File: config.mk
export PLATFORM = sky130hd
export DESIGN_NAME = cse_queue
export DESIGN_NICKNAME = d
export VERILOG_FILES = /design/src/design/cse_pkg.sv /design/src/design/cse_queue.sv
export SDC_FILE = /design/constraint.sdc
export NUM_CORES = 1
export LEC_CHECK = 0
export BUFFER_PORTS_ARGS = -buffer_cell sky130_fd_sc_hd__buf_2
export CAP_MARGIN = 40
export CELL_PAD_IN_SITES_DETAIL_PLACEMENT = 0
export CELL_PAD_IN_SITES_GLOBAL_PLACEMENT = 1
export CORE_MARGIN = 2
export CORE_UTILIZATION = 48
export DETAILED_ROUTE_END_ITERATION = 8
export PLACE_DENSITY = 0.83
export SLEW_MARGIN = 20
export SYNTH_ARGS = -nofsm -noshare
export SYNTH_HDL_FRONTEND = slang
export SYNTH_SLANG_ARGS = --single-unit
File: constraint.sdc
create_clock -name clk -period 20 [get_ports clk]
set_input_delay 4 -clock clk [delete_from_list [all_inputs] [get_ports clk]]
set_output_delay 4 -clock clk [all_outputs]
set_load 0.01 [all_outputs]
File: src/design/cse_pkg.sv
// Shared types, register codes and small lookup functions for the
// constant-strain triangle stiffness block. No dependencies.
package cse_pkg;

	localparam int COORD_W = 32;
	localparam int DIFF_W  = 33;
	localparam int ADET_W  = 67;
	localparam int ENTRY_W = 64;
	localparam int NUM_COLS = 6;
	localparam int IN_W    = 6 * COORD_W;
	localparam int OUT_W   = NUM_COLS * ENTRY_W;
	localparam int USER_W  = 4;

	localparam logic [2:0] REG_D11 = 3'd0;
	localparam logic [2:0] REG_D12 = 3'd1;
	localparam logic [2:0] REG_D13 = 3'd2;
	localparam logic [2:0] REG_D22 = 3'd3;
	localparam logic [2:0] REG_D23 = 3'd4;
	localparam logic [2:0] REG_D33 = 3'd5;

	localparam logic [2:0] LAST_ROW = 3'd5;
	localparam logic [2:0] LAST_COL = 3'd5;

	localparam logic [63:0] MIN64 = 64'h8000_0000_0000_0000;
	localparam logic [63:0] MAX64 = 64'h7FFF_FFFF_FFFF_FFFF;

	typedef logic signed [DIFF_W-1:0] diff_t;
	typedef logic signed [COORD_W-1:0] mat_entry_t;

	// One classified element: node differences, |det| and the zero-area flag.
	typedef struct packed {
		diff_t b0;
		diff_t b1;
		diff_t b2;
		diff_t c0;
		diff_t c1;
		diff_t c2;
		logic [ADET_W-1:0] adet;
		logic degen;
	} elem_t;

	typedef struct packed {
		mat_entry_t d11;
		mat_entry_t d12;
		mat_entry_t d13;
		mat_entry_t d22;
		mat_entry_t d23;
		mat_entry_t d33;
	} mat_t;

	// Entry of the strain-displacement matrix, row k, dof column col.
	function automatic diff_t bhat(elem_t e, logic [1:0] k, logic [2:0] col);
		diff_t bi;
		diff_t ci;
		diff_t r;
		case (col[2:1])
			2'd0: begin
				bi = e.b0;
				ci = e.c0;
			end
			2'd1: begin
				bi = e.b1;
				ci = e.c1;
			end
			default: begin
				bi = e.b2;
				ci = e.c2;
			end
		endcase
		case (k)
			2'd0: r = col[0] ? '0 : bi;
			2'd1: r = col[0] ? ci : '0;
			default: r = col[0] ? bi : ci;
		endcase
		return r;
	endfunction

	// Symmetric material matrix entry D[k][l].
	function automatic mat_entry_t dmat(mat_t m, logic [1:0] k, logic [1:0] l);
		mat_entry_t r;
		case ({k, l})
			4'b0000: r = m.d11;
			4'b0001, 4'b0100: r = m.d12;
			4'b0010, 4'b1000: r = m.d13;
			4'b0101: r = m.d22;
			4'b0110, 4'b1001: r = m.d23;
			default: r = m.d33;
		endcase
		return r;
	endfunction

endpackage

File: src/design/cse_queue.sv
// Short queue of classified elements between the front and back ends.
// Depends on cse_pkg.
module cse_queue #(
	parameter int DEPTH = 2
) (
	input  logic           clk,
	input  logic           arst_n,
	input  logic           push,
	input  cse_pkg::elem_t push_data,
	output logic           full,
	input  logic           pop,
	output cse_pkg::elem_t pop_data,
	output logic           empty
);

	localparam int AW = (DEPTH > 1) ? $clog2(DEPTH) : 1;
	localparam int CW = $clog2(DEPTH + 1);

	cse_pkg::elem_t mem_q [DEPTH];
	logic [AW-1:0] wr_q, rd_q;
	logic [CW-1:0] cnt_q;

	assign full     = (cnt_q == CW'(DEPTH));
	assign empty    = (cnt_q == '0);
	assign pop_data = mem_q[rd_q];

	always_ff @(posedge clk or negedge arst_n) begin
		if (!arst_n) begin
			wr_q  <= '0;
			rd_q  <= '0;
			cnt_q <= '0;
		end else begin
			if (push)
				wr_q <= (wr_q == AW'(DEPTH - 1)) ? '0 : wr_q + 1'b1;
			if (pop)
				rd_q <= (rd_q == AW'(DEPTH - 1)) ? '0 : rd_q + 1'b1;
			if (push && !pop)
				cnt_q <= cnt_q + 1'b1;
			else if (pop && !push)
				cnt_q <= cnt_q - 1'b1;
		end
	end

	always_ff @(posedge clk) begin
		if (push)
			mem_q[wr_q] <= push_data;
	end

endmodule

==> impl_results.md <==
* Status: finished, final reports clean
* Top-count cell post-synth: edfxtp_1
* Setup bufs post-CTS at 0
* Crit path DAT at 3.67 ns
* Top post-synthesis cells by area: edfxtp_1 (79%), mux2_4 (17%), mux2_2 (2.0%)
* Drt wl/cell at 21.5 um
* Post-synthesis cell count at 844
* Worst reg2reg startpoint: wr_q
* Clock Latency Late Sink at 0.57 ns
* Die Area at 0.0440 mm^2
* Most frequent cells after synthesis: edfxtp_1 (532), mux2_4 (230), mux2_2 (36), buf_6 (27)
* Worst VDD drop at 0.101 mV
* Ys async rst share at 0.00746
* Fmax at 130 MHz
* Combinational Power Share at 0.322
* Reg2reg path depth at 5
* Vias in the first global route at 10.5k
* Synth Cell Area at 0.0203 mm^2
* Port Buf Inserts at 537
* Post-synth EDFFs at 532
* Syn_area_per_cell at 24.1 um^2
* 1st-iter DRT viols at 608
* Rel. slew slack at 0.479
* Setup CP Type: reg2out
* GRT overflow at 0
* Pleak at 10.2 nW
* Largest area contributor in the netlist: edfxtp_1
* I/O pins at 538
* Hold Crit Class: reg2reg
* Final Max Tran Viols at 0
* Netlist cell types at 13
* Core ar. at 0.0419 mm^2
* Synthesis-to-finish area growth at 24.8%
* Syn_nets at 1115
* CTS H-tree depth at 2
* Die X at 210 um
* Switching share of total power at 0.284
* Worst Hold Depth at 1
* Via count at 10.1k
* Cell internal pwr at 2.61 mW
* Root Buffer: clkbuf_16
* Switching pwr at 1.04 mW
* Tmin final at 7.67 ns
* Worst reg2reg setup slack at 17.05 ns
* Fin crit share at 0.383
* MaxCap Viol Count at 0
* Antenna violations before repair at 16
* Post-DP HPWL at 30900 um
* # resized after CTS at 0
* Max FO, Critical Path at 45
* Initial Utilization at 0.486
* Hold_buf cts at 0
* Hold path start: cnt_q[1]
* Fin cells at 2015
* First-pass GRT wire length at 62000 um
* PwrDens at 144 mW/mm^2
* Startpoint types: flop
* Clock sinks at 536
* WP data required at 16.00 ns
* Dpl cells at 1911
* Total track usage at 0.189
* Clock network fraction of design power at 0.252
* Post-layout power at 3.65 mW
* Setup TNS at 0 ns
* Die Y at 210 um
* Fin nets at 1697
* Vias per cell at 5.00
* CTS Buffer Depth at 3
* Yosys Warn Count at 0
* Setup violators final at 0
* CTS tree: done
* Worst-Margin Slew at 0.781 ns
* Sequential area share after synthesis at 0.790
* Yosys reg bits at 536
* Routed WL at 43200 um
* RSZ-0062 raised after global routing: false
* Clock transition at path regs at 0.06 ns
* Reg power frac at 0.426
* Hold Vio Cnt, Final at 0
* Worst reg2reg path endpoint: mem_q[1][40]
* DRC viols at 0
* Layout cells sized above 1 at 0.614
* Synth top area share at 0.785
* ANT nets after route at 0
* Hold endpoint: cnt_q[1]
* Clock Skew at 0.00953 ns
* CTS Buf Count at 51
* Primary FF master, synth: edfxtp_1
* Crit end category: output pin
* Drt first pass iters at 4
* Site Rows at 75
* Gpl congestion at 0.893
* Largest net degree at the start of global routing at 57
==> final cells by class <==
class	count	area, um^2
Tap cell	539	674
Antenna cell	12	30.0
Clock buffer	72	1430
Multi-Input combinational cell	277	3950
Timing Repair Buffer	559	3050
Sequential cell	536	16100
Fill cell	3027	16500
Inverter	1	3.75
Clock inverter	19	174
==> logic make-up after synthesis <==
logic type / after synthesis / share of synthesized area
XOR/XNOR: 5 / 0.00215
adder cells (fa/ha/maj): 1 / 0.000615
buffers and inverters: 31 / 0.0159
flip-flops: 536 / 0.790
multiplexers: 266 / 0.190
AND/OR/NAND/NOR: 5 / 0.00129
==> state kept, by name (all words and copies together), names as in the netlist <==
| register | flops |
|---|---|
| mem_q | 532 |
| cnt_q | 2 |
| rd_q | 1 |
| wr_q | 1 |
==> critical path, stage by stage (launching register included) <==
cell	delay, ns
dfrtp_4	0.58
buf_4	0.36
buf_16	0.31
buf_4	0.34
buf_16	0.32
buf_4	0.31
buf_16	0.32
mux2_4	0.34
buf_2	0.14
==> cells in the final DEF (no fill, tap or decap) <==
cell type | synthesis | final
buf_2 | 3 | 537
edfxtp_1 | 532 | 532
mux2_4 | 230 | 230
clkbuf_16 | 0 | 53
mux2_2 | 36 | 36
clkbuf_1 | 0 | 16
diode_2 | 0 | 12
buf_4 | 0 | 11
clkinv_2 | 0 | 9
buf_16 | 0 | 8
xor2_1 | 4 | 4
clkinv_1 | 0 | 4
clkbuf_8 | 0 | 3
bufinv_16 | 0 | 3
dfrtp_1 | 4 | 3
buf_12 | 0 | 3
nor2_1 | 2 | 2
clkinvlp_4 | 0 | 2
inv_1 | 1 | 1
nor2b_1 | 2 | 1
and2_4 | 0 | 1
nor2b_4 | 0 | 1
xnor2_1 | 1 | 1
ha_1 | 1 | 1
clkinv_4 | 0 | 1
dfrtp_4 | 0 | 1
==> power by group through the flow <==
stage,Clock [mW],Sequential (mW),Combinational (mW)
6_report,0.921,1.55,1.17
4_1_cts,0.944,1.56,1.19
2_1_floorplan,0,1.64,0.803
3_5_place_dp,0,1.58,1.18
5_1_grt,0.985,1.57,1.24
3_3_place_gp,0,1.60,1.12
==> worst max-delay path by stage <==
| stage | startpoint | to | slack, ns | depth (start not counted) |
|---|---|---|---|---|
| floorplan | push | mem_q[0][0] | 3.63 | 1 |
| global placement | rd_q | pop_data[43] | 11.71 | 5 |
| detailed placement | rd_q | pop_data[121] | 12.71 | 7 |
| CTS | rd_q | pop_data[121] | 12.10 | 7 |
| global route | rd_q | pop_data[54] | 12.18 | 8 |
| finish | rd_q | pop_data[116] | 12.33 | 8 |
==> metrics by stage <==
step / hold slack [ns] / area, um^2 / util / worst slack (ns)
floorplan: 0.455 / 20300 / - / 3.63
global placement: 0.475 / 23500 / 0.561 / 11.71
detailed placement: 0.478 / 23700 / 0.567 / 12.71
CTS: 0.493 / 25300 / 0.605 / 12.10
global route: 0.511 / 25400 / 0.607 / 12.18
finish: 0.493 / 25400 / 0.607 / 12.33
==> metal layers <==
layer	up-vias	part of all wire	routed length [um]	track usage
met2	456	0.50	21600	0.319
met1	4959	0.37	16200	0.222
li1	4550	-	-	-
met4	10	0.035	1520	0.0824
met3	102	0.089	3850	0.0600
met5	-	0.0016	69	0
Power figures use the tool's default switching activity.
